$ cat config.mk
export PLATFORM = sky130hd
export DESIGN_NAME = slp_vec_cell
export DESIGN_NICKNAME = d
export VERILOG_FILES = /design/src/hw/rtl/slp_pkg.sv /design/src/hw/rtl/slp_vec_cell.sv
export SDC_FILE = /design/constraint.sdc
export NUM_CORES = 1
export LEC_CHECK = 0
export ABC_AREA = 0
export BUFFER_PORTS_ARGS = -buffer_cell sky130_fd_sc_hd__buf_2
export CORE_AREA = 4 4 207 209
export CTS_CLUSTER_SIZE = 16
export DETAILED_ROUTE_END_ITERATION = 10
export DIE_AREA = 0 0 211 213
export GPL_TIMING_DRIVEN = 1
export PLACE_DENSITY = 0.7
export SLEW_MARGIN = 0
export SYNTH_ARGS = -nofsm -noshare
export SYNTH_HDL_FRONTEND = slang
export SYNTH_SLANG_ARGS = --single-unit
export TNS_END_PERCENT = 30
$ cat constraint.sdc
create_clock -name clk -period 29.9 [get_ports clk]
set_clock_uncertainty 0.1 [all_clocks]
set_input_delay 7.475 -clock clk [delete_from_list [all_inputs] [get_ports clk]]
set_output_delay 7.475 -clock clk [all_outputs]
set_load 0.005 [all_outputs]
$ cat src/hw/rtl/slp_pkg.sv
// Shared types, constants and angle table for the quaternion slerp pipeline.
package slp_pkg;

  localparam int unsigned SQ_STEPS  = 15;
  localparam int unsigned ANG_STEPS = 16;
  localparam int unsigned DIV_STEPS = 32;

  localparam logic signed [32:0] GAIN_Q30 = 33'sd652032874;

  typedef logic [3:0] step_t;

  typedef enum logic [1:0] {
    MODE_A,
    MODE_B,
    MODE_LIN,
    MODE_SLERP
  } mode_t;

  typedef struct packed {
    logic [3:0][15:0] qa;
    logic [3:0][15:0] qb;
    logic [17:0]      t;
    mode_t            mode;
    logic             neg;
    logic [13:0]      cval;
    logic [14:0]      sroot;
  } side_t;

  typedef struct packed {
    logic [28:0] v;
    logic [29:0] r;
  } sq_t;

  typedef struct packed {
    logic signed [33:0] x;
    logic signed [33:0] y;
    logic signed [20:0] z;
  } vec_t;

  typedef struct packed {
    logic [1:0][32:0] x;
    logic [1:0][32:0] y;
    logic [1:0][20:0] z;
  } rot_t;

  typedef struct packed {
    logic [1:0][31:0] n;
    logic [1:0][14:0] rem;
    logic [1:0][31:0] q;
    logic [1:0]       sgn;
  } div_t;

  function automatic logic [15:0] atan_q16(input step_t i);
    logic [15:0] a;
    unique case (i)
      4'd0:  a = 16'd51472;
      4'd1:  a = 16'd30385;
      4'd2:  a = 16'd16055;
      4'd3:  a = 16'd8150;
      4'd4:  a = 16'd4091;
      4'd5:  a = 16'd2047;
      4'd6:  a = 16'd1024;
      4'd7:  a = 16'd512;
      4'd8:  a = 16'd256;
      4'd9:  a = 16'd128;
      4'd10: a = 16'd64;
      4'd11: a = 16'd32;
      4'd12: a = 16'd16;
      4'd13: a = 16'd8;
      4'd14: a = 16'd4;
      4'd15: a = 16'd2;
      default: a = 16'd0;
    endcase
    return a;
  endfunction

endpackage

$ cat src/hw/rtl/slp_vec_cell.sv
// One vectoring rotation step of the angle extraction.
module slp_vec_cell (
  input  logic           clk,
  input  logic           rst_n,
  input  slp_pkg::step_t idx,
  input  logic           in_vld,
  input  slp_pkg::side_t in_side,
  input  slp_pkg::vec_t  in_vec,
  input  logic           dn_ld,
  output logic           up_ld,
  output logic           out_vld,
  output slp_pkg::side_t out_side,
  output slp_pkg::vec_t  out_vec
);
  import slp_pkg::*;

  logic               vld_r;
  side_t              side_r;
  vec_t               vec_r;
  vec_t               vec_nxt;
  logic signed [33:0] dx;
  logic signed [33:0] dy;
  logic signed [20:0] at;

  always_comb begin
    dx = in_vec.y >>> idx;
    dy = in_vec.x >>> idx;
    at = $signed({5'b0, atan_q16(idx)});
    vec_nxt = in_vec;
    if (!in_vec.y[33]) begin
      vec_nxt.x = in_vec.x + dx;
      vec_nxt.y = in_vec.y - dy;
      vec_nxt.z = in_vec.z + at;
    end else begin
      vec_nxt.x = in_vec.x - dx;
      vec_nxt.y = in_vec.y + dy;
      vec_nxt.z = in_vec.z - at;
    end
  end

  assign up_ld = !vld_r || dn_ld;

  always_ff @(posedge clk) begin
    if (!rst_n) begin
      vld_r <= 1'b0;
    end else if (up_ld) begin
      vld_r <= in_vld;
    end
  end

  always_ff @(posedge clk) begin
    if (up_ld) begin
      side_r <= in_side;
      vec_r  <= vec_nxt;
    end
  end

  assign out_vld  = vld_r;
  assign out_side = side_r;
  assign out_vec  = vec_r;
endmodule

Word-level counts from Yosys, hierarchy flattened
Memories as Yosys holds them, arrays and structs flattened.
Index checks and enable logic that the tools add are counted.
W data, S select, Z words.
{"block": "classes", "add_sub_neg": 6, "multipliers": 0, "div": 0, "magnitude_cmp": 0, "n_eq_ne": 0, "n_shift": 2, "n_mux": 1, "bitwise": 0, "reduce_logical": 2}
{"operator": "$mux W89", "n": 1}
{"operator": "$add A34 B34 Y34", "n": 2}
{"operator": "$sshr A34 B4 Y34", "n": 2}
{"operator": "$sub A34 B34 Y34", "n": 2}
{"operator": "$add A21 B17 Y21", "n": 1}
{"operator": "$sub A21 B17 Y21", "n": 1}
{"operator": "$logic_not A1 Y1", "n": 1}
{"operator": "$logic_or A1 B1 Y1", "n": 1}
{"block": "word_totals", "reg_bits": 268, "latch_bits": 0, "ram_bits": 0, "romBits": 256, "input_bits": 275, "out_inout_bits": 269, "n_memories": 1}
{"name": "(name not given)", "depth": 16, "width": 16, "read_ports": 1, "rd_clocked_by_memory_dff": 0, "wr": 0, "line": "slp_pkg.sv:55", "text": "unique case (i)"}

Longest topological paths before layout
{"block": "depth", "ltp_word": 3, "mapped_depth": 28}

Worst setup path before layout
No wires, ideal clock.
{"block": "synth_path", "path_kind": "input -> output", "from": "input dn_ld", "to": "output up_ld", "arrival_ns": 13.910, "t_required_ns": 22.325, "path_slack_ns": 8.415, "cell_stages": 1, "cell_sequence": "nand2b_1"}
{"block": "synth_between", "elab_chain_cells": 1}
{"element": "from (decl)", "line": "slp_vec_cell.sv:9", "text": "input logic dn_ld,"}
{"element": "$logic_or A1 B1 Y1", "line": "slp_vec_cell.sv:41", "text": "assign up_ld = !vld_r || dn_ld;"}
{"element": "to (decl)", "line": "slp_vec_cell.sv:10", "text": "output logic up_ld,"}
Every way passes these cells.

Worst setup path in the final report
Ends and elaborated chain as after synthesis.

==> summary.txt <==
Outcome
  – Status: finished, final reports clean

Yosys
  – Ys flop type: edfxtp_1
  – Sequential-to-total area share from yosys stat: between 40 and 50%
  – Synth Register Bits: 268
  – EDFF count, synth: 267
  – Yosys warns: 0
  – Syn Area/Cell: 11.4 µm²
  – Mapped cell area: between 0.015 and 0.02 mm²
  – Post-synthesis cell count: 1604
  – Syn Nets: 1981
  – Asr flop ratio synth: 0%
  – Post-synth cell types: 87

Placement
  – Post-DP HPWL: 51.6 mm
  – Post-Place Worst Slack: 14.08 ns
  – DP Cell Count: 2622
  – IO buf count: 543
  – Routability cong.: 0.949

Layout
  – Layout Area Growth over Synthesis: 22.4%
  – Multi-input logic area: 0.00972 mm²
  – Share of cells above drive strength 1: 34.0%
  – Register area: 0.00804 mm²
  – Most common cell after layout, fill and taps aside: buf_2
  – Fill count: 3591
  – Final nets: 2498
  – Finished Layout Cells: between 2000 and 3000
  – Most frequent cells in the layout: 540 x buf_2, 267 x edfxtp_1, 157 x nand2_1

Die
  – Die ar.: 0.0449 mm²
  – Initial Util: 44.7%
  – CORE AREA: 0.0408 mm²
  – Rows: 74
  – I/O pins: 544
  – Die span in x: 211 µm
  – Die height: about 210 µm

Power
  – Leak: 9.69 nW
  – Pwr/cell area: ~60 mW/mm²
  – Design Power: around 1.3 mW
  – Peak supply drop: 0.0000419 V

CTS
  – CTS tree: built
  – Clock slew at reported path FFs: 0.06 ns
  – H-tree depth: 1
  – Num CTS Buffers: 29
  – CTS resizes: 0
  – Cts hold-fix bufs: 0
  – Root buffer cell: clkbuf_16
  – Post-CTS Setup Bufs: 0
  – Clk buf depth: 3
  – TritonCTS Sinks: 268
  – Clk_lat worst skew: 0.56 ns

Timing
  – RSZ-0062 raised after global routing: false
  – Post-route minimum period: 15.80 ns
  – Fin crit share: 52.8%
  – Hold Violations, Final: 0
  – Least-Margin Pin Slew: 1.03 ns
  – Slew margin rel.: 30.9%
  – Final setup violation count: 0
  – Final Max Tran Viols: 0
  – Setup ws final: 14.10 ns
  – Setup_tns: 0 ns
  – F_max: 63.3 MHz

Critical path
  – Max stage delay on crit path: 0.39 ns
  – Crit start category: primary input
  – Critical path data required time: 22.33 ns
  – Critical Path End Type: primary output
  – CP most frequent cell: buf_2
  – Worst Path Arrival: 8.22 ns
  – CP max FO: 27
  – Crit-path cells: buf_2 > nand2b_4 > buf_2
  – Worst path slowest cell: nand2b_4
  – Critical path type: primary input to primary output

Job
  – Max_cap viols: 0

Global route
  – Initial antenna violation count: 23
  – Vias in the first global route: 15100
  – GRT Overall Usage: 27.3%
  – Largest net degree at the start of global routing: 76
  – Gr ovfl total: 0
  – First-pass GRT wire length: 93.6 mm

Drt
  – Avg Vias per Cell: slightly below 6
  – Antenna Nets Post-Route: 0
  – Iteration count of the initial detailed-routing pass: 5
  – DRC: 0
  – DR vias: ~16000
  – Initial DRC Count: approximately 1600
  – WL/cell: between 20 and 25 µm
  – Final WL: ~65 mm

Worst hold path
  – Worst Hold Class: flop to flop
synth_stat cells, drive strengths merged, types with 6 or more instances:
library cell / count / area share, %
and2: 20 / 0.73
clkbuf: 29 / 0.60
inv: 35 / 0.72
nor3: 33 / 0.93
nand2: 157 / 3.2
nor2b: 16 / 0.59
a21o: 48 / 2.0
o21bai: 7 / 0.29
a21oi: 123 / 3.4
o21ai: 68 / 1.9
xor2: 48 / 2.3
nor2: 110 / 2.3
o211ai: 20 / 0.88
a31oi: 30 / 1.0
ha: 99 / 6.8
mux4: 73 / 9.1
nand4: 6 / 0.21
and3: 23 / 0.79
nand2b: 10 / 0.34
o31ai: 6 / 0.25
o21a: 21 / 0.86
buf: 41 / 1.5
nand3: 34 / 0.99
a211o: 6 / 0.29
edfxtp: 267 / 44
mux2: 27 / 1.7
xnor2: 98 / 4.7
a211oi: 12 / 0.49
mux2i: 57 / 3.1
sequential cells by signal (all words and copies together) (netlist names):
name / flops
out_side: 178
out_vld: 1
out_vec: 89
worst max-delay path: cells and delay by family:
kind,cells,cell delay [ns]
simple gates,1,0.39
buf+inv,2,0.31
worst paths after layout:
check	from	endpoint	slack (ns)	depth (start not counted)
worst max-delay path	dn_ld	up_ld	14.10	3
worst min-delay path	out_vld	out_vec[75]	0.82	1
worst max register to register	out_vld	out_vec[27]	27.10	3
worst min register to register	out_vld	out_vec[75]	0.82	1
where the power goes:
part | internal (mW) | total (mW) | leakage [nW] | switching [mW]
clock | 0.213 | 0.364 | 0.470 | 0.152
sequential | 0.498 | 0.520 | 2.77 | 0.0220
combinational | 0.190 | 0.439 | 6.45 | 0.249
cell families (layout without fill, tap and decap cells):
logic type	Yosys count	count (layout)	synth area share, %
AOI/OAI and AO/OA	395	395	14.1
xor gates and xnor gates	146	146	7.04
adders and majority gates	102	102	7.11
buffers and inverters	105	644	2.80
DFF	268	268	44.0
muxes	157	157	13.9
other	0	10	0
and+or+nand+nor	431	431	11.1
per-stage QoR:
| stage | hold WS (ns) | utilization, % | cell area [µm²] |
|---|---|---|---|
| after floorplan | 5.92 | - | 18300 |
| after global placement | 0.821 | 52.4 | 21400 |
| after detailed placement | 0.841 | 52.4 | 21400 |
| after CTS | 0.848 | 54.7 | 22300 |
| after global routing | 0.904 | 54.7 | 22300 |
| final | 0.825 | 54.8 | 22400 |
final cells by class:
cell class	instances	area share, %
sequential	268	35.9
clock buffer	32	3.30
antenna	10	0.112
tap	532	2.98
inverter	35	0.587
timing repair buffer	556	12.6
clock inverter	21	0.985
multi-input combinational	1231	43.5
metal layers:
| metal | wire length, µm | track usage [%] |
|---|---|---|
| met5 | 97 | 0 |
| met4 | 1910 | 7.94 |
| met3 | 5910 | 6.91 |
| met2 | 32300 | 46.7 |
| met1 | 25200 | 34.4 |
(Power assumes the default switching activity.)
