===== src/hw/rtl/slp_pkg.sv =====
// Shared types, constants and angle table for the quaternion slerp pipeline.
package slp_pkg;

  localparam int unsigned SQ_STEPS  = 15;
  localparam int unsigned ANG_STEPS = 16;
  localparam int unsigned DIV_STEPS = 32;

  localparam logic signed [32:0] GAIN_Q30 = 33'sd652032874;

  typedef logic [3:0] step_t;

  typedef enum logic [1:0] {
    MODE_A,
    MODE_B,
    MODE_LIN,
    MODE_SLERP
  } mode_t;

  typedef struct packed {
    logic [3:0][15:0] qa;
    logic [3:0][15:0] qb;
    logic [17:0]      t;
    mode_t            mode;
    logic             neg;
    logic [13:0]      cval;
    logic [14:0]      sroot;
  } side_t;

  typedef struct packed {
    logic [28:0] v;
    logic [29:0] r;
  } sq_t;

  typedef struct packed {
    logic signed [33:0] x;
    logic signed [33:0] y;
    logic signed [20:0] z;
  } vec_t;

  typedef struct packed {
    logic [1:0][32:0] x;
    logic [1:0][32:0] y;
    logic [1:0][20:0] z;
  } rot_t;

  typedef struct packed {
    logic [1:0][31:0] n;
    logic [1:0][14:0] rem;
    logic [1:0][31:0] q;
    logic [1:0]       sgn;
  } div_t;

  function automatic logic [15:0] atan_q16(input step_t i);
    logic [15:0] a;
    unique case (i)
      4'd0:  a = 16'd51472;
      4'd1:  a = 16'd30385;
      4'd2:  a = 16'd16055;
      4'd3:  a = 16'd8150;
      4'd4:  a = 16'd4091;
      4'd5:  a = 16'd2047;
      4'd6:  a = 16'd1024;
      4'd7:  a = 16'd512;
      4'd8:  a = 16'd256;
      4'd9:  a = 16'd128;
      4'd10: a = 16'd64;
      4'd11: a = 16'd32;
      4'd12: a = 16'd16;
      4'd13: a = 16'd8;
      4'd14: a = 16'd4;
      4'd15: a = 16'd2;
      default: a = 16'd0;
    endcase
    return a;
  endfunction

endpackage


===== src/hw/rtl/slp_div_cell.sv =====
// One quotient bit of the two restoring divider lanes.
module slp_div_cell (
  input  logic           clk,
  input  logic           rst_n,
  input  logic           in_vld,
  input  slp_pkg::side_t in_side,
  input  slp_pkg::div_t  in_div,
  input  logic           dn_ld,
  output logic           up_ld,
  output logic           out_vld,
  output slp_pkg::side_t out_side,
  output slp_pkg::div_t  out_div
);
  import slp_pkg::*;

  logic        vld_r;
  side_t       side_r;
  div_t        div_r;
  div_t        div_nxt;
  logic [15:0] rr [2];
  logic [15:0] dd;
  logic [15:0] diff [2];
  logic        ge [2];

  always_comb begin
    dd = {1'b0, in_side.sroot};
    div_nxt = in_div;
    for (int l = 0; l < 2; l++) begin
      rr[l]   = {in_div.rem[l], in_div.n[l][31]};
      ge[l]   = rr[l] >= dd;
      diff[l] = rr[l] - dd;
      div_nxt.rem[l] = ge[l] ? diff[l][14:0] : rr[l][14:0];
      div_nxt.q[l]   = {in_div.q[l][30:0], ge[l]};
      div_nxt.n[l]   = {in_div.n[l][30:0], 1'b0};
    end
  end

  assign up_ld = !vld_r || dn_ld;

  always_ff @(posedge clk) begin
    if (!rst_n) begin
      vld_r <= 1'b0;
    end else if (up_ld) begin
      vld_r <= in_vld;
    end
  end

  always_ff @(posedge clk) begin
    if (up_ld) begin
      side_r <= in_side;
      div_r  <= div_nxt;
    end
  end

  assign out_vld  = vld_r;
  assign out_side = side_r;
  assign out_div  = div_r;
endmodule


===== config.mk =====
export PLATFORM = sky130hd
export DESIGN_NAME = slp_div_cell
export DESIGN_NICKNAME = d
export VERILOG_FILES = /design/src/hw/rtl/slp_pkg.sv /design/src/hw/rtl/slp_div_cell.sv
export SDC_FILE = /design/constraint.sdc
export NUM_CORES = 1
export LEC_CHECK = 0
export BUFFER_PORTS_ARGS = -buffer_cell sky130_fd_sc_hd__buf_2
export CAP_MARGIN = 20
export CORE_AREA = 5 5 259 261
export DETAILED_ROUTE_END_ITERATION = 6
export DIE_AREA = 0 0 264 266
export HOLD_SLACK_MARGIN = 0.15
export PLACE_DENSITY = 0.46
export SKIP_CTS_REPAIR_TIMING = 1
export SYNTH_ARGS = -nofsm -noshare
export SYNTH_HDL_FRONTEND = slang
export SYNTH_SLANG_ARGS = --single-unit

===== constraint.sdc =====
create_clock -name clk -period 12.8 [get_ports clk]
set_input_delay 1.28 -clock clk [delete_from_list [all_inputs] [get_ports clk]]
set_output_delay 1.28 -clock clk [all_outputs]
set_load 0.05 [all_outputs]

Word-level counts from Yosys, hierarchy flattened
Index checks and enable logic that the tools add are counted.
{"block": "totals", "register_bits": 337, "inputBits": 342, "out_inout_bits": 340, "word_cells": 29}
{"block": "op_classes", "add_sub_neg": 2, "magnitude_cmp": 2, "muxes": 2, "n_reduce_logical": 2}
{"op": "$ge A16 B15 Y1", "n": 2}
{"op": "$mux W15", "n": 2}
{"op": "$sub A15 B15 Y15", "n": 2}
{"op": "$logic_not A1 Y1", "n": 1}
{"op": "$logic_or A1 B1 Y1", "n": 1}

Depth between registers and ports, before layout
Gate-level depths: netlist of run 1.
{"block": "depth", "word_depth": 2, "depth_mapped": 11, "depth_no_buf": 9}

Worst setup path before layout of run 1
OpenSTA, ideal clock, no wires.
{"block": "synth_timing", "path_type": "in2out", "from": "input dn_ld", "to": "output up_ld", "arrival_ns": 9.665, "required_time_ns": 11.520, "setup_slack_ns": 1.855, "path_stages": 1, "n_path_buf": 0, "path_cell_list": "nand2b_1"}
{"block": "synth_between", "elab_chain_cells": 1}
{"item": "start: declaration", "line_no": "slp_div_cell.sv:8", "source": "input logic dn_ld,"}
{"item": "$logic_or A1 B1 Y1", "line_no": "slp_div_cell.sv:38", "source": "assign up_ld = !vld_r || dn_ld;"}
{"item": "end: declaration", "line_no": "slp_div_cell.sv:9", "source": "output logic up_ld,"}
Every way passes these cells.

==> results of run 1 <==
-- logic make-up (layout without fill, tap and decap cells) --
logic type               after synthesis  count (layout)
XOR/XNOR                              16              16
other                                  1              11
multiplexers                          20              20
AO/OA/AOI/OAI                         90              90
adder cells (fa/ha/maj)               32              32
flip-flops                           337             337
AND/OR/NAND/NOR                       93              93
buffers and inverters                 40             787
-- cells in the mapped netlist (2+ instances only) --
cell type  number
edfxtp_1      336
nand2b_1        6
nand3_1         4
nor3b_1         2
fa_1            2
nand3b_1        3
a21oi_1        20
mux2i_1         3
nand2_1        19
nor2_1         19
o211ai_1        2
a21o_1          6
clkbuf_2        2
or2_1           2
a31o_2          3
a41oi_1         2
a211o_1         2
xor2_1          3
o22ai_1         3
ha_1           30
or3_1           4
and2_1          4
a21oi_2         2
nor2b_1         6
inv_1          28
xnor2_1        13
buf_4           6
and3_1          2
o21a_1         10
mux2_2         17
o21ai_0        11
or2_2           2
a21boi_0        2
a31oi_1         5
nor3_1          9
nand4_1         2
a2111o_1        2
and4_1          2
a211oi_1        4
-- worst min-delay path, cell delays in order (launching register included) --
cell and delay [ns]:
dfxtp_1 0.33, nand2b_4 0.24, a21boi_0 0.13
-- stage by stage --
| step | hold WS (ns) | instance area [µm²] |
|---|---|---|
| 2_1_floorplan | 1.38 | 12200 |
| 4_1_cts | 0.810 | 17900 |
| 6_report | 0.757 | 18000 |
| 3_3_place_gp | 0.794 | 16600 |
| 5_1_grt | 0.821 | 18000 |
| 3_5_place_dp | 0.788 | 16600 |
-- flip-flops by register name (all words and copies together) (netlist names) --
| register | count |
|---|---|
| out_div | 158 |
| out_side | 178 |
| out_vld | 1 |
-- layer usage --
metal / vias to the layer above / track usage, %
li1: 3917 / -
met1: 4230 / 13.2
met2: 444 / 25.5
met3: 92 / 6.08
met4: 24 / 3.58
met5: - / 0
-- final cells by class --
type,count,share of cell area [%]
well taps,855,5.95
inverters,28,0.584
clock buffers,49,6.11
diodes,9,0.125
multi-input cells,253,10.8
clock inverters,27,1.07
repair buffers,683,19.2
flip-flops and latches,337,56.2
-- power by group --
part | switching (µW) | internal [µW] | leakage, µW | total [µW]
clock network | 481 | 641 | 0.000628 | 1120
registers | 22.3 | 1320 | 0.00349 | 1340
logic | 469 | 146 | 0.00366 | 616
-- path summary, 6_finish.rpt --
kind	start	end	cells after the start
max	in_side[9]	out_div[88]	9
min	out_vld	out_vld	2
max reg2reg	out_vld	out_div[50]	3
min reg2reg	out_vld	out_vld	2
-- cells in the final DEF, fill, tap and decap left out, drive strengths merged, types with 10 or more instances in the layout --
cell / instances
clkbuf: 49
edfxtp: 336
a21oi: 22
buf: 683
mux2: 17
nor2: 19
ha: 30
clkinv: 16
xnor2: 13
o21a: 10
nand2: 19
o21ai: 11
inv: 35
==> reports/metrics.cfg, run 1 <==
[setup_path]
slowest_delay_ns=0.68
cp_slowest_cell=or2_1
path_cells=buf_2 > inv_1 > ha_1 > a21oi_1 > o21ai_0 > a41oi_1 > a21oi_2 > or2_1 > mux2_2
rrSetupSlack_ns=10.20
start_kind=primary input
worstPathMaxFanout=16
critical_path_class=in -> reg
cp.arrival_ns=4.53
crit_required_ns=13.09
cp_top_family=compound AO/OA/AOI/OAI gates
endpoint_kind=flop
critPathBufInv=2

[cts]
clock_sinks=337
htree_levels=2
cts_buffer_depth=3
clkTransAtPathRegs_ns=0.06
cts_buffers=42
cts_tree=built
root_buffer=clkbuf_16
clock_latency_ns=0.56

[detailed_routing]
drc=0
route.vias.total=8707
first_pass_iters=5
wl_met2_um=27600
wl_met1_um=16700
wl_per_cell_um=22.7
wl_met3_um=4950
top_layer_used=met5
drt-initial-drc-count=570
ant_nets=0
routed_wirelength_um=50800
via_per_inst=3.89

[global_route]
grt_pass1_wl_um=68000
grt_pass1_vias=8822
antenna_found_initial=28
grt_util_all_layers_pct=13.4
grt-ovfl-total=0
grt_max_degree=88

[cells_and_area]
num-nets-final=1719
fin_util_pct=28.0
fin_cells=2241
n_fill_cell=6724
syn_to_final_growth_pct=47.0
multi_input_area_mm2=0.00194
seqCellArea_mm2=0.0101
drive_gt1_share_pct=56.1

[power_and_ir_drop]
total_power_uw=3080
p_leak_uw=0.00777
p_per_area_mw_per_mm2=171
vdd_ir_drop_max_v=0.0000826

[sta]
slew_viol_final=0
period_needed_ns=4.24
fin_ws_ns=8.56
tightest_slew_ns=0.904
tns_ns=0
slew_headroom_pct=39.7
finalHoldViolCount=0
max_freq_ghz=0.236
fin_skew_ns=0.0220
setup_viol=0
fin_crit_sh_pct=33.1
grt_setup_unrepaired=false

[logic_synthesis]
synthTopCellsByArea=edfxtp_1 (82%), ha_1 (3.1%), mux2_2 (1.6%)
yosys.area.top_type=edfxtp_1
synth.top_cell.area_share_pct=82.5
synth_top_family_by_area=compound AO/OA/AOI/OAI gates
synth_compound_area_share_pct=5.31
synthSimpleGateAreaFrac_pct=4.06
synth.ff_latch_count=337
synth_adder_area_share_pct=3.39
synth-async-reset-ratio_pct=0
synth_flop_cell=edfxtp_1
syn_inst=629
synth.area.mux_share_pct=1.81
avgSynthCellArea_um2=19.5
yosysUniqueCellTypes=68
synth_edf_count=336
seq_area_frac_synth_pct=82.6
ys_warn_count=0
synth_xor_area_share_pct=1.15
synthesis.area_mm2=0.0122

[placed_design]
io_buffers=677
dp.cells=2155
gp_congestion=0.861
dp_hpwl_um=41500
place_ws_ns=7.94

[status]
status=complete, no violations

[floorplan]
die_h_um=266
initial_core_util_pct=19.1
rows=93
die-area_mm2=0.0702
core_mm2=0.0642
boundaryPins=682
dieWidth_um=264

[min_path]
hold_class=reg -> reg

[job]
max_cap_viol_count=0

(Power assumes the default switching activity.)
==> inputs of run 2 (changes only) <==
--- a/config.mk
+++ b/config.mk
@@ -5,6 +5,7 @@
 export SDC_FILE = /design/constraint.sdc
 export NUM_CORES = 1
 export LEC_CHECK = 0
+export ABC_AREA = 1
 export BUFFER_PORTS_ARGS = -buffer_cell sky130_fd_sc_hd__buf_2
 export CAP_MARGIN = 20
 export CORE_AREA = 5 5 259 261
==> constraint.sdc (replaced) <==
create_clock -name clk -period 4.12 [get_ports clk]
set_input_delay 0.412 -clock clk [delete_from_list [all_inputs] [get_ports clk]]
set_output_delay 0.412 -clock clk [all_outputs]
set_load 0.05 [all_outputs]
==> run 2 against run 1 <==
Worst hold slack worse by 0.60 ns. Routed wire length is 14% higher. Global-route usage is 1.2 points higher. Worst setup slack worse by 7.0 ns. Clock skew is 0.012 ns lower. Combinational power grew to 3.5 times the previous value. Clock power grew to 3.3 times the previous value. Utilization is 5.4 points higher. Synthesized area is 2.2% higher. Design area is 19% higher. Highest routed layer unchanged.
==> reports/metrics.cfg, run 2 <==
[cells_and_area]
layout_commonest_cell=buf_2
final_cell_mix=buf_2 (677), edfxtp_1 (336), dlygate4sd3_1 (307)
drive_gt1_share_pct=41.0
syn_to_final_growth_pct=71.6
n_fill_cell=6446
num-nets-final=2211
largest_reg_flops=178

[detailed_routing]
top_layer_used=met5
ant_nets=0
wl_per_cell_um=21.2
wl_met3_um=4610
routed_wirelength_um=58100
drc=0
wl_met1_um=21200
drt-initial-drc-count=703
route.vias.total=10600
first_pass_iters=5
wl_met2_um=29300
via_per_inst=3.87

[power_and_ir_drop]
p_per_area_mw_per_mm2=467
p_switching_uw=3150
clkPwrFrac_pct=36.8
pwr-share-comb_pct=21.7
vdd_ir_drop_max_v=0.000263
power_frac_seq_pct=41.5
p_leak_uw=0.00973
p_int_uw=6880
swShare_pct=31.4

[sta]
finalHoldViolCount=0
fin_crit_sh_pct=61.9
slew_headroom_pct=57.9
setup_viol=0
max_freq_ghz=0.392
tightest_slew_ns=0.632
fin_ws_ns=1.57
grt_setup_unrepaired=false
tns_ns=0
slew_viol_final=0
fin_skew_ns=0.0103
period_needed_ns=2.55

[logic_synthesis]
seq_area_frac_synth_pct=80.8
synth_xor_area_share_pct=0.700
synth_top_family_by_area=simple AND/OR/NAND/NOR gates
synth_adder_area_share_pct=3.32
synth.top_cell.area_share_pct=80.7
synth.ff_latch_count=337
synth_compound_area_share_pct=0.840
synth-async-reset-ratio_pct=0
yosysUniqueCellTypes=33
synthTopCellsByCount=edfxtp_1 (336), nand2_1 (196), inv_1 (96)
avgSynthCellArea_um2=15.4
synthesis.area_mm2=0.0125
syn_inst=810
synthTopCellsByArea=edfxtp_1 (81%), nand2_1 (5.9%), ha_1 (3.0%)
synth.area.mux_share_pct=0
synth_flop_cell=edfxtp_1
synth_most_common_cell=edfxtp_1
yosys.area.top_type=edfxtp_1
ys_warn_count=0
synthSimpleGateAreaFrac_pct=10.8
synth_edf_count=336

[global_route]
antenna_found_initial=21
grt_pass1_wl_um=73500
grt-ovfl-total=0
grt_util_all_layers_pct=14.6
grt_pass1_vias=9461
grt_max_degree=89

[setup_path]
critical_path_class=in -> reg
worstPathMaxFanout=18
cp.arrival_ns=2.84
start_kind=primary input
endpoint_kind=flop
crit_required_ns=4.41

[cts]
cts_tree=built
clkTransAtPathRegs_ns=0.06
root_buffer=clkbuf_16
cts_buffer_depth=3
clock_latency_ns=0.56
cts_buffers=41
htree_levels=2
clock_sinks=337

[status]
status=complete, no violations

[placed_design]
dp_hpwl_um=45200
place_ws_ns=1.50
gp_congestion=0.910
io_buffers=677

[min_path]
hold_class=in -> reg

[floorplan]
die-area_mm2=0.0702
rows=93
core_mm2=0.0642
die_h_um=266
boundaryPins=682
initial_core_util_pct=19.5
dieWidth_um=264

[job]
max_cap_viol_count=0

-- run 2: cell count changes after synthesis, moves of 6 or more --
| cell | delta |
|---|---|
| mux2_2 | -17 |
| o21a_1 | -10 |
| a21o_1 | -6 |
| inv_1 | +68 |
| a21oi_1 | -10 |
| nand3_1 | +45 |
| nor3_1 | -9 |
| xnor2_1 | -12 |
| nand2b_1 | -6 |
| nor2b_1 | -6 |
| xor2_1 | +6 |
| nand2_1 | +177 |
| nor2_1 | +8 |
-- run 2: worst paths after layout --
path,start,end,slack (ns),depth (start not counted)
worst min register to register,out_vld,out_div[49],1.25,1
worst max-delay path,in_side[0],out_div[82],1.57,12
worst max register to register,out_vld,out_vld,2.18,3
worst min-delay path,in_div[78],out_div[79],0.16,3
-- run 2: cells by family (layout without fill, tap and decap cells) --
kind of cell | after synthesis | in the layout
AOI/OAI and AO/OA | 19 | 19
and+or+nand+nor | 307 | 307
xor gates and xnor gates | 10 | 10
other | 1 | 13
buffers and inverters | 104 | 1161
DFF | 337 | 337
adders and majority gates | 32 | 32
-- run 2: power by group through the flow --
stage               clock [µW]  combinational (µW)  sequential [µW]
global placement             0                1940             4230
global route              3980                2290             4180
finish                    3690                2180             4160
floorplan                    0                 330             5210
CTS                       3850                1950             4160
detailed placement           0                1940             4230
-- run 2: area by class of cell --
class                           count  area (µm²)  area share, %
Multi-Input combinational cell    370        1980           9.25
Sequential cell                   337       10100           47.1
Clock inverter                     29         307           1.43
Clock buffer                       45        1060           4.95
Timing Repair Buffer              990        6530           30.4
Antenna cell                       11        27.5          0.128
Tap cell                          855        1070           4.99
Inverter                           97         364           1.70
-- run 2: layer usage --
metal  GRT usage [%]  up-vias
li1                -     4912
met1            14.9     5097
met2            25.7      457
met3            7.29      105
met4            5.94       14
met5               0        -
-- run 2: critical path, stage by stage --
cell and delay (ns):
dlygate4sd3_1 0.53, buf_2 0.16, ha_1 0.23, fa_1 0.37
inv_1 0.07, nand2_1 0.07, nand2_1 0.13, nand3_1 0.11
nand3_1 0.11, nand2_2 0.22, nand2_4 0.30, o21ai_0 0.12
-- run 2: through the flow --
step	power, µW	utilization [%]	std cells	area, µm²	hold slack [ns]
floorplan	5540	-	811	12500	0.511
global placement	6170	26.4	2342	17000	0.589
detailed placement	6170	26.4	2342	17000	0.590
CTS	9960	28.6	2416	18400	-0.0273
global route	10500	33.4	2729	21400	0.157
finish	10000	33.4	2734	21500	0.160
