--- config.mk ---
export PLATFORM = sky130hd
export DESIGN_NAME = slp_sqrt_cell
export DESIGN_NICKNAME = d
export VERILOG_FILES = /design/src/hw/rtl/slp_pkg.sv /design/src/hw/rtl/slp_sqrt_cell.sv
export SDC_FILE = /design/constraint.sdc
export NUM_CORES = 1
export LEC_CHECK = 0
export BUFFER_PORTS_ARGS = -buffer_cell sky130_fd_sc_hd__buf_2
export CORE_AREA = 2 2 186 188
export DETAILED_ROUTE_END_ITERATION = 10
export DIE_AREA = 0 0 188 190
export GPL_TIMING_DRIVEN = 0
export MAX_ROUTING_LAYER = met4
export PLACE_DENSITY = 0.72
export SLEW_MARGIN = 10
export SYNTH_ARGS = -nofsm -noshare
export SYNTH_HDL_FRONTEND = slang
export SYNTH_SLANG_ARGS = --single-unit
--- constraint.sdc ---
create_clock -name clk -period 10.2 [get_ports clk]
set_clock_uncertainty 0.2 [all_clocks]
set_input_delay 1.53 -clock clk [delete_from_list [all_inputs] [get_ports clk]]
set_output_delay 1.53 -clock clk [all_outputs]
set_load 0.02 [all_outputs]
--- src/hw/rtl/slp_pkg.sv ---
// Shared types, constants and angle table for the quaternion slerp pipeline.
package slp_pkg;

  localparam int unsigned SQ_STEPS  = 15;
  localparam int unsigned ANG_STEPS = 16;
  localparam int unsigned DIV_STEPS = 32;

  localparam logic signed [32:0] GAIN_Q30 = 33'sd652032874;

  typedef logic [3:0] step_t;

  typedef enum logic [1:0] {
    MODE_A,
    MODE_B,
    MODE_LIN,
    MODE_SLERP
  } mode_t;

  typedef struct packed {
    logic [3:0][15:0] qa;
    logic [3:0][15:0] qb;
    logic [17:0]      t;
    mode_t            mode;
    logic             neg;
    logic [13:0]      cval;
    logic [14:0]      sroot;
  } side_t;

  typedef struct packed {
    logic [28:0] v;
    logic [29:0] r;
  } sq_t;

  typedef struct packed {
    logic signed [33:0] x;
    logic signed [33:0] y;
    logic signed [20:0] z;
  } vec_t;

  typedef struct packed {
    logic [1:0][32:0] x;
    logic [1:0][32:0] y;
    logic [1:0][20:0] z;
  } rot_t;

  typedef struct packed {
    logic [1:0][31:0] n;
    logic [1:0][14:0] rem;
    logic [1:0][31:0] q;
    logic [1:0]       sgn;
  } div_t;

  function automatic logic [15:0] atan_q16(input step_t i);
    logic [15:0] a;
    unique case (i)
      4'd0:  a = 16'd51472;
      4'd1:  a = 16'd30385;
      4'd2:  a = 16'd16055;
      4'd3:  a = 16'd8150;
      4'd4:  a = 16'd4091;
      4'd5:  a = 16'd2047;
      4'd6:  a = 16'd1024;
      4'd7:  a = 16'd512;
      4'd8:  a = 16'd256;
      4'd9:  a = 16'd128;
      4'd10: a = 16'd64;
      4'd11: a = 16'd32;
      4'd12: a = 16'd16;
      4'd13: a = 16'd8;
      4'd14: a = 16'd4;
      4'd15: a = 16'd2;
      default: a = 16'd0;
    endcase
    return a;
  endfunction

endpackage

--- src/hw/rtl/slp_sqrt_cell.sv ---
// One bit-pair step of the restoring integer square root.
module slp_sqrt_cell (
  input  logic           clk,
  input  logic           rst_n,
  input  slp_pkg::step_t idx,
  input  logic           in_vld,
  input  slp_pkg::side_t in_side,
  input  slp_pkg::sq_t   in_sq,
  input  logic           dn_ld,
  output logic           up_ld,
  output logic           out_vld,
  output slp_pkg::side_t out_side,
  output slp_pkg::sq_t   out_sq
);
  import slp_pkg::*;

  logic        vld_r;
  side_t       side_r;
  sq_t         sq_r;
  sq_t         sq_nxt;
  logic [29:0] bitv;
  logic [29:0] sum;

  always_comb begin
    bitv   = 30'd1 << (5'd28 - {idx, 1'b0});
    sum    = in_sq.r + bitv;
    sq_nxt = in_sq;
    if ({1'b0, in_sq.v} >= sum) begin
      sq_nxt.v = in_sq.v - sum[28:0];
      sq_nxt.r = (in_sq.r >> 1) + bitv;
    end else begin
      sq_nxt.r = in_sq.r >> 1;
    end
  end

  assign up_ld = !vld_r || dn_ld;

  always_ff @(posedge clk) begin
    if (!rst_n) begin
      vld_r <= 1'b0;
    end else if (up_ld) begin
      vld_r <= in_vld;
    end
  end

  always_ff @(posedge clk) begin
    if (up_ld) begin
      side_r <= in_side;
      sq_r   <= sq_nxt;
    end
  end

  assign out_vld  = vld_r;
  assign out_side = side_r;
  assign out_sq   = sq_r;
endmodule

---- Yosys cells after proc, flatten, opt, wreduce, memory -nomap -nowiden ----
Index checks and enable logic that the tools add are counted.
cells by class
  shift-type cells ........................ 1
  magnitude comparators ................... 1
  reductions and logical operators ........ 2
  add/subtract/negate cells ............... 4
  mux-type cells .......................... 2
operator list
  kind                                                                number
  29-bit two-way mux                                                  2
  29-bit by 30-bit adder with 30-bit output                           1
  30-bit adder                                                        1
  29-bit by 30-bit >= comparator with 1-bit output                    1
  1-bit by 5-bit left shift with 30-bit output, first input constant  1
  29-bit subtractor                                                   1
  5-bit subtractor, first input constant                              1
  1-bit logical NOT                                                   1
  1-bit logical OR                                                    1
storage, ports and cells
  register bits ........................... 238
  output and inout bits ................... 239
  bits of input ports ..................... 245

---- Logic depth before layout (Yosys ltp) ----
Gate-level depths: netlist of the first run.
  depth in word-level cells ............... 5
  mapped depth ............................ 27

---- Worst setup path after synthesis of the first run ----
OpenSTA, ideal clock, no wires.
  kind .................................... input -> output
  start point ............................. input dn_ld
  end point ............................... output up_ld
  setup slack ............................. 1.112 ns
  stages .................................. 1
  arrival time ............................ 7.358 ns
  cells stage by stage .................... nand2b_1
between the ends
  cells in the longest elaborated chain, start to end .. 1
RTL lines
  what                line                 RTL
  start: declaration  slp_sqrt_cell.sv:9   input logic dn_ld,
  1-bit logical OR    slp_sqrt_cell.sv:36  assign up_ld = !vld_r || dn_ld;
  end: declaration    slp_sqrt_cell.sv:10  output logic up_ld,
Every way passes these cells.

==> flow_metrics.tcl, run 1 <==
set metrics [dict create \
    fin_tns_setup_ns 0 \
    dp_hpwl_mm 34.3 \
    rows 68 \
    cts.root.buffer_cell "clkbuf_16" \
    synth.distinct_cells 71 \
    cpPeakStageDelay_ns 0.51 \
    drtIter0Drc 675 \
    fillers 3139 \
    nNetsFinal 1693 \
    post_dp_cell_area_um2 14500 \
    power_density_nw_per_um2 174 \
    antenna_found_initial 12 \
    grt_pass1_vias 9204 \
    synth_top_cell_area_share 0.620 \
    design_area_um2 15400 \
    cts_setup_buffers 0 \
    yosys.area.top_type "edfxtp_1" \
    dieHeight_um 190 \
    outcome "completed" \
    ys_ff_latch 238 \
    core_area_um2 33900 \
    synth_edf_count 237 \
    hold_class "reg -> reg" \
    syn-instance-count 891 \
    htree_levels 1 \
    timing.slew.headroom 0.510 \
    cp-start-kind "primary input" \
    setup_viol 0 \
    seq_area_frac_synth 0.622 \
    port_buffers 476 \
    routed_wl_mm 43.0 \
    overflow 0 \
    die_area_um2 35700 \
    peakVddDrop_mv 0.128 \
    routedWlPerCell_um 22.8 \
    critPathArrivalTime_ns 7.80 \
    fmax_ghz 0.129 \
    routed_via_density 5.07 \
    worstSkewPairLatency_ns 0.53 \
    finalHoldViolCount 0 \
    postRouteAntennaNets 0 \
    track_usage 0.235 \
    vias 9543 \
    dpl.cell_count 1826 \
    critPathMaxFanout 10 \
    end_kind "flip-flop" \
    numCtsBuffers 27 \
    critical-path-top-delay-family "compound AO/OA/AOI/OAI gates" \
    final_common_cell "buf_2" \
    layout_common_cells "486 x buf_2, 237 x edfxtp_1, 85 x nand2_1" \
    path_buf_inv 4 \
    min_period_over_period 0.762 \
    cpMostUsedCell "a21o_1" \
    finalMaxSlewViolations 0 \
    grt_pass1_wl_mm 60.4 \
    path_cells "buf_4, clkbuf_1, nand2b_1, nor2_1, ha_1, ha_1, nand2_1, a221oi_1, o311ai_0, o21ai_0, a211oi_1, o21ai_0, nand2_1, xor2_1, ha_1, clkbuf_1, a21o_1, a21o_1, a21o_1, a21o_1, a221o_1, o21ai_4, clkbuf_1, o21ai_0" \
    clock_path_buffers 3 \
    cap_viol_max_count 0 \
    worst_pin_slew_ns 0.725 \
    ioPinCount 484 \
    syn_to_final_growth_pct 34.6 \
    dieWidth_um 188 \
    grt_max_degree 61 \
    drc 0 \
    syn_nets 1184 \
    cts_tree "done" \
    drt_pass1_iterations 5 \
    start_util 0.338 \
    critical_path_class "in -> reg" \
    leakage_uw 0.00663 \
    cts.clk_slew.worst_paths_ns 0.06 \
    period_minus_slack_ns 7.77 \
    cp.required_ns 10.23 \
    gp_congestion 0.938 \
    numClockSinks 238 \
    stdcell_count 1884 \
    syn_avg_cell_area_um2 12.9 \
    cts_hold_buf 0 \
    drive_above_1_share 0.391 \
    rsz0062_at_grt "no" \
    synth_area_um2 11500 \
    ys.flop_type "edfxtp_1" \
    cts_resized 0 \
    ys_async_sr_fraction 0 \
    critPathSlowestCell "clkbuf_1" \
    yosysWarnings 0 \
    synth.top_cells.by_area "edfxtp_1 62%, ha_1 5.1%, xnor2_1 3.7%" \
]
## where the power goes
part           internal (uW)  leakage (uW)  total, uW  switching, uW
registers               1170       0.00247       1190           24.9
logic                    184       0.00374        518            334
clock network            584      0.000418        978            394
total                   1940       0.00663       2690            753
## state kept, by name (all words and copies together), names as in the netlist
register  cells
out_side    178
out_vld       1
out_sq       59
## cell type report
type,count,area (um^2),share of cell area
plain buffers,36,174,0.0113
flip-flops and latches,238,7140,0.462
multi-input cells,598,4110,0.266
clock inverters,15,176,0.0114
inverters,19,71.3,0.00462
diodes,10,25.0,0.00162
well taps,455,569,0.0369
repair buffers,480,2490,0.161
clock buffers,33,698,0.0452
## cell families (layout without fill, tap and decap cells)
| family | Yosys count | after routing | synth area share |
|---|---|---|---|
| adder cells (fa/ha/maj) | 51 | 51 | 0.0556 |
| AO/OA/AOI/OAI | 202 | 202 | 0.117 |
| flip-flops | 238 | 238 | 0.622 |
| multiplexers | 12 | 12 | 0.0113 |
| AND/OR/NAND/NOR | 245 | 245 | 0.105 |
| XOR/XNOR | 88 | 88 | 0.0678 |
| buffers and inverters | 55 | 583 | 0.0214 |
| other | 0 | 10 | 0 |
## synthesized netlist by cell type, drive strengths merged (10+ instances only)
master / instances
nand2: 85
nor2: 62
a31oi: 17
ha: 47
a21oi: 29
nand2b: 14
buf: 16
clkbuf: 20
o21a: 10
edfxtp: 237
xor2: 40
nand3: 15
inv: 19
xnor2: 48
a21o: 21
nor3: 13
o21ai: 62
## final timing paths
kind                            cells past startpoint            to  slack, ns     from
worst max register to register                      4  out_side[26]       8.07  out_vld
worst min register to register                      1  out_side[70]       0.53  out_vld
worst max-delay path                               24    out_sq[20]       2.43   idx[1]
worst min-delay path                                1  out_side[70]       0.53  out_vld
## per-stage QoR
step,util,hold slack [ns],setup slack [ns],total power [uW]
after floorplan,-,1.43,1.11,1520
after global placement,0.425,1.51,-2.15,1740
after detailed placement,0.429,0.505,1.91,1730
after CTS,0.454,0.523,2.43,2720
after global routing,0.455,0.552,1.90,2790
final,0.455,0.528,2.43,2690
## layer usage
layer,up-vias,track usage,part of all wire
met3,39,0.0505,0.069
met2,391,0.398,0.49
met4,0,0.0406,0.016
met5,-,-,0
li1,4387,-,-
met1,4726,0.295,0.42
(Power assumes the default switching activity.)
==> run 2: changes to the inputs <==
--- a/config.mk
+++ b/config.mk
@@ -5,13 +5,14 @@
 export SDC_FILE = /design/constraint.sdc
 export NUM_CORES = 1
 export LEC_CHECK = 0
+export ABC_AREA = 1
 export BUFFER_PORTS_ARGS = -buffer_cell sky130_fd_sc_hd__buf_2
-export CORE_AREA = 2 2 186 188
+export CORE_AREA = 2 2 188 190
 export DETAILED_ROUTE_END_ITERATION = 10
-export DIE_AREA = 0 0 188 190
+export DIE_AREA = 0 0 190 192
 export GPL_TIMING_DRIVEN = 0
 export MAX_ROUTING_LAYER = met4
-export PLACE_DENSITY = 0.72
+export PLACE_DENSITY = 0.75
 export SLEW_MARGIN = 10
 export SYNTH_ARGS = -nofsm -noshare
 export SYNTH_HDL_FRONTEND = slang
==> constraint.sdc (replaced) <==
create_clock -name clk -period 7.61 [get_ports clk]
set_clock_uncertainty 0.2 [all_clocks]
set_input_delay 1.1415 -clock clk [delete_from_list [all_inputs] [get_ports clk]]
set_output_delay 1.1415 -clock clk [all_outputs]
set_load 0.02 [all_outputs]
==> run 2 against run 1 <==
  * Sequential power is 35% higher
  * Cell area is 7.7% higher
  * Via count is 26% higher
  * Sequential share of layout area is 3.3 points lower
  * Sequential cell count stayed put
  * Worst setup slack worse by 0.59 ns
  * Critical path depth is 2 higher
  * Combinational power is 54% higher
  * Non-clock buffer count is 9 lower
  * Clock power is 30% higher
  * Cell count is 24% higher
  * Critical path type unchanged
==> flow_metrics.tcl, run 2 <==
set metrics [dict create \
    layout_common_cells "492 x buf_2, 362 x nand2_1, 237 x edfxtp_1" \
    track_usage 0.277 \
    yosys.area.top_type "edfxtp_1" \
    worstReg2RegEnd "out_sq[33]" \
    peakVddDrop_mv 0.193 \
    htree_levels 1 \
    clock_path_buffers 3 \
    final_common_cell "buf_2" \
    power_density_nw_per_um2 221 \
    cts_setup_buffers 0 \
    routed_wl_mm 52.0 \
    finalHoldViolCount 0 \
    synth_most_common_cell "nand2_1" \
    hold_class "in -> reg" \
    fillers 3276 \
    drive_above_1_share 0.302 \
    dieWidth_um 190 \
    ys_async_sr_fraction 0 \
    syn-instance-count 1335 \
    numCtsBuffers 27 \
    stdcell_count 2333 \
    rsz0062_at_grt "no" \
    multi_input_area_um2 4950 \
    postRouteAntennaNets 0 \
    leakage_uw 0.00796 \
    numClockSinks 238 \
    cp.required_ns 7.70 \
    critPathArrivalTime_ns 5.86 \
    fmax_ghz 0.173 \
    reg2reg_slack_ns 5.78 \
    ys_ff_latch 238 \
    cpMostUsedCell "nand2_1" \
    yosysWarnings 0 \
    syn_avg_cell_area_um2 9.53 \
    cts.clk_slew.worst_paths_ns 0.06 \
    critPathSlowestCell "ha_1" \
    largest_register_ffs 178 \
    overflow 0 \
    core_area_um2 34300 \
    synth.top_cells.by_area "edfxtp_1 56%, nand2_1 11%, nand3_1 5.3%" \
    dpl_worst_slack_ns 1.34 \
    ioPinCount 484 \
    cp-startpoint "idx[1]" \
    syn_to_final_growth_pct 30.7 \
    vias 12000 \
    final_util 0.485 \
    synth.distinct_cells 44 \
    routed_via_density 5.14 \
    dpl.cell_count 2271 \
    critPathMaxFanout 10 \
    crit_end "out_sq[51]" \
    cpPeakStageDelay_ns 0.36 \
    die_area_um2 36500 \
    grt_max_degree 98 \
    hold_depth 1 \
    cap_viol_max_count 0 \
    cp-start-kind "primary input" \
    setup_viol 0 \
    synth_top_cell_area_share 0.559 \
    min_period_over_period 0.758 \
    seqCellArea_um2 7140 \
    fin_tns_setup_ns 0 \
    nNetsFinal 2138 \
    grt_pass1_vias 11400 \
    timing.slew.headroom 0.466 \
    syn_nets 1628 \
    grt_pass1_wl_mm 72.6 \
    r2r-start "out_vld" \
    cts_tree "done" \
    period_minus_slack_ns 5.77 \
    gp_congestion 1.00 \
    seq_area_frac_synth 0.561 \
    dieHeight_um 192 \
    outcome "completed" \
    cts.root.buffer_cell "clkbuf_16" \
    drc 0 \
    ys.flop_type "edfxtp_1" \
    critical_path_class "in -> reg" \
    synth_area_um2 12700 \
    dp_hpwl_mm 42.5 \
    synth_edf_count 237 \
    end_kind "flip-flop" \
    port_buffers 479 \
    antenna_found_initial 9 \
    cts_hold_buf 0 \
    drtIter0Drc 993 \
    worstSkewPairLatency_ns 0.55 \
    routedWlPerCell_um 22.3 \
    worst_pin_slew_ns 0.794 \
    post_dp_cell_area_um2 15800 \
    cts_resized 0 \
    finalMaxSlewViolations 0 \
    reg2reg_depth 2 \
    worst_slack_ns 1.84 \
    design_area_um2 16600 \
    synth_commonest_cells "363 x nand2_1, 237 x edfxtp_1, 136 x nand3_1" \
    drt_pass1_iterations 8 \
    start_util 0.371 \
    rows 68 \
]
run 2: changes by cell type after synthesis, moves of 9 or more:
cell      delta
a21o_1      -16
a21oi_1     +33
a31oi_1     -16
clkbuf_1    -15
inv_1      +109
nand2_1    +278
nand2b_1    -14
nand3_1    +121
nand4_1     +14
nor2_1      +48
xnor2_1     -31
xor2_1       +9
run 2: cells by family after synthesis:
| logic type | share of synthesized area |
|---|---|
| adders and majority gates | 0.0478 |
| DFF | 0.561 |
| and+or+nand+nor | 0.230 |
| buffers and inverters | 0.0514 |
| xor gates and xnor gates | 0.0447 |
| AOI/OAI and AO/OA | 0.0649 |
run 2: final cells by class:
cell class,count,area share
clock inverter,18,0.00888
timing repair buffer,481,0.147
inverter,131,0.0296
multi-input combinational,940,0.298
antenna,13,0.00196
tap,455,0.0342
buffer,26,0.00978
clock buffer,31,0.0415
sequential,238,0.429
run 2: through the flow:
step / hold slack (ns) / power (uW)
floorplan: 1.04 / 2100
global placement: 1.12 / 2430
detailed placement: 0.769 / 2430
CTS: 0.530 / 3700
global route: 0.535 / 3810
finish: 0.554 / 3680
run 2: worst min-delay path by stage:
| stage | start | endpoint | slack [ns] |
|---|---|---|---|
| after floorplan | in_side[0] | out_side[0] | 1.04 |
| after global placement | in_side[106] | out_side[106] | 1.12 |
| after detailed placement | out_vld | out_side[124] | 0.77 |
| after CTS | in_side[63] | out_side[63] | 0.53 |
| after global routing | in_side[29] | out_side[29] | 0.53 |
| final | in_side[8] | out_side[8] | 0.55 |
run 2: per-layer routing:
metal / GRT usage / up-vias / share of wire
met5: - / - / 0
met4: 0.0760 / 0 / 0.028
met3: 0.0510 / 78 / 0.074
met2: 0.472 / 530 / 0.49
met1: 0.338 / 5780 / 0.40
li1: - / 5614 / -
run 2: critical path, delay by kind of cell:
family                     cells  cell delay (ns)
adders and majority gates      3             0.81
AOI/OAI and AO/OA              2             0.41
and+or+nand+nor               18             2.84
buffers and inverters          3             0.65
run 2: power breakdown:
part / switching, uW / internal, uW / total, uW
Combinational: 544 / 252 / 797
Sequential: 33.7 / 1580 / 1610
Clock: 553 / 718 / 1270
Total: 1130 / 2550 / 3680
==> run 3: changes to the inputs <==
--- a/config.mk
+++ b/config.mk
@@ -7,12 +7,12 @@
 export LEC_CHECK = 0
 export ABC_AREA = 1
 export BUFFER_PORTS_ARGS = -buffer_cell sky130_fd_sc_hd__buf_2
-export CORE_AREA = 2 2 188 190
+export CORE_AREA = 2 2 187 189
 export DETAILED_ROUTE_END_ITERATION = 10
-export DIE_AREA = 0 0 190 192
+export DIE_AREA = 0 0 189 191
 export GPL_TIMING_DRIVEN = 0
 export MAX_ROUTING_LAYER = met4
-export PLACE_DENSITY = 0.75
+export PLACE_DENSITY = 0.78
 export SLEW_MARGIN = 10
 export SYNTH_ARGS = -nofsm -noshare
 export SYNTH_HDL_FRONTEND = slang
==> constraint.sdc (replaced) <==
create_clock -name clk -period 4.9 [get_ports clk]
set_clock_uncertainty 0.2 [all_clocks]
set_input_delay 0.735 -clock clk [delete_from_list [all_inputs] [get_ports clk]]
set_output_delay 0.735 -clock clk [all_outputs]
set_load 0.02 [all_outputs]
==> run 3 against run 2 <==
  * First-iteration DRC count is 2.4% higher
  * Count of clock-buffer cells in the layout is 2 lower
  * Sequential share of layout area is 0.70 points lower
  * Via count is 0.47% higher
  * Worst setup slack worse by 1.6 ns
  * Wire length is 2.1% lower
  * Largest cell class unchanged
  * Combinational power is 57% higher
  * Core utilization is 1.0 points higher
  * Sequential power is 56% higher
  * Clock power is 66% higher
==> flow_metrics.tcl, run 3 (synthesis gave the netlist of run 2 again) <==
set metrics [dict create \
    numClockSinks 238 \
    postRouteAntennaNets 0 \
    reg2reg_slack_ns 2.99 \
    numCtsBuffers 27 \
    cts.root.buffer_cell "clkbuf_16" \
    drive_above_1_share 0.316 \
    port_buffers 479 \
    track_usage 0.276 \
    outcome "completed" \
    period_minus_slack_ns 4.66 \
    critical_path_class "in -> reg" \
    hold_class "in -> reg" \
    cts_tree "done" \
    timing.slew.headroom 0.478 \
    cp-startpoint "idx[1]" \
    clock_path_buffers 3 \
    dieHeight_um 191 \
    critPathMaxFanout 10 \
    routedWlPerCell_um 21.7 \
    dp_hpwl_mm 41.5 \
    syn_to_final_growth_pct 32.9 \
    holdWs_ns 0.146 \
    gp_congestion 1.00 \
    worstReg2RegEnd "out_sq[5]" \
    routed_wl_mm 50.9 \
    stdcell_count 2339 \
    layout_common_cells "489 x buf_2, 359 x nand2_1, 237 x edfxtp_1" \
    r2r-start "out_vld" \
    power_density_nw_per_um2 347 \
    routed_via_density 5.16 \
    final_common_cell "buf_2" \
    grt_max_degree 106 \
    worstHoldEndpoint "out_side[144]" \
    ioPinCount 484 \
    total_power_uw 5860 \
    worstSkewPairLatency_ns 0.56 \
    hold_depth 1 \
    critPathArrivalTime_ns 4.75 \
    cp-start-kind "primary input" \
    setup_viol 0 \
    finalMaxSlewViolations 0 \
    core_area_um2 34100 \
    cts.clk_slew.worst_paths_ns 0.06 \
    drt_pass1_iterations 5 \
    overflow 0 \
    antenna_found_initial 11 \
    nNetsFinal 2143 \
    drc 0 \
    vias 12100 \
    dpl_worst_slack_ns -0.901 \
    rows 68 \
    dieWidth_um 189 \
    worst_pin_slew_ns 0.776 \
    fillers 3220 \
    die_area_um2 36100 \
    htree_levels 1 \
    worst_slack_ns 0.243 \
    leakage_uw 0.00805 \
    largest_register_ffs 178 \
    hp-start "in_side[144]" \
    cp.required_ns 4.99 \
    start_util 0.373 \
    min_period_over_period 0.950 \
    grt_pass1_vias 11400 \
    drtIter0Drc 1017 \
    end_kind "flip-flop" \
    final_util 0.496 \
    grt_pass1_wl_mm 72.0 \
    finalHoldViolCount 0 \
    peakVddDrop_mv 0.258 \
    reg2reg_depth 2 \
    dpl.cell_count 2271 \
    fmax_ghz 0.215 \
    cap_viol_max_count 0 \
]
==> run 3: cell count changes in the layout (fill, tap and decap cells not counted), sizes merged <==
cell / before / now
clkbuf: 36 / 35
inv: 134 / 133
buf: 502 / 506
clkinvlp: 2 / 3
clkinv: 11 / 12
bufinv: 2 / 4
==> run 3: layout make-up <==
class	count	area [um^2]	area share
Sequential cell	238	7140	0.422
Inverter	131	492	0.0291
Clock inverter	21	241	0.0143
Timing Repair Buffer	487	2500	0.148
Clock buffer	29	683	0.0404
Buffer	25	168	0.00992
Tap cell	455	569	0.0337
Antenna cell	13	32.5	0.00192
Multi-Input combinational cell	940	5080	0.301
==> run 3: per-layer routing <==
layer  global-route usage  part of all wire  wire length [um]  vias up
met4               0.0697             0.028              1410        0
met5                    -                 0                 0        -
met2                0.469              0.49             25000      549
met1                0.333              0.40             20200     5789
li1                     -                 -                 -     5628
met3               0.0630             0.083              4220       92
==> run 3: worst max-delay path by stage <==
stage                      end  slack, ns  cells past startpoint
detailed placement  out_sq[49]      -0.90                     28
finish              out_sq[11]       0.24                     27
global placement         up_ld      -1.48                      4
CTS                 out_sq[49]       0.01                     29
global route        out_sq[49]     -0.008                     27
floorplan           out_sq[39]       0.28                     27
==> run 3: timing repair <==
item,4_1_cts,5_1_grt
pin swaps,0,7
setup endpoints to repair,59,59
resized for setup,6,27
setup buffers,0,6
hold buffers,0,0
==> run 3: stage by stage <==
stage          setup TNS, ns  instance area, um^2
3_5_place_dp          -44.22                15800
6_report                   0                16900
2_1_floorplan              0                12700
4_1_cts                    0                16700
3_3_place_gp         -198.18                15700
5_1_grt              -0.0100                16900
==> run 3: critical path: stages <==
cell	delay (ns)
clkbuf_4	0.17
inv_2	0.08
nor2_2	0.09
nand2_1	0.12
nor2_4	0.17
ha_1	0.22
ha_4	0.16
a21oi_1	0.08
or2_2	0.30
nand2_1	0.08
nand2_2	0.09
o21ai_2	0.17
nand4_1	0.19
nand4_1	0.13
nand2_1	0.12
ha_4	0.31
nand2_1	0.08
nor2_2	0.13
nand2_2	0.10
nor4_4	0.25
nand2_1	0.10
nand2_2	0.11
nand4_4	0.17
buf_4	0.21
buf_2	0.18
nand3_1	0.09
nand2_1	0.10
==> run 3: where the power goes <==
group / switching (uW) / internal (uW)
logic: 844 / 403
clock network: 875 / 1230
registers: 54.5 / 2450
total: 1770 / 4090
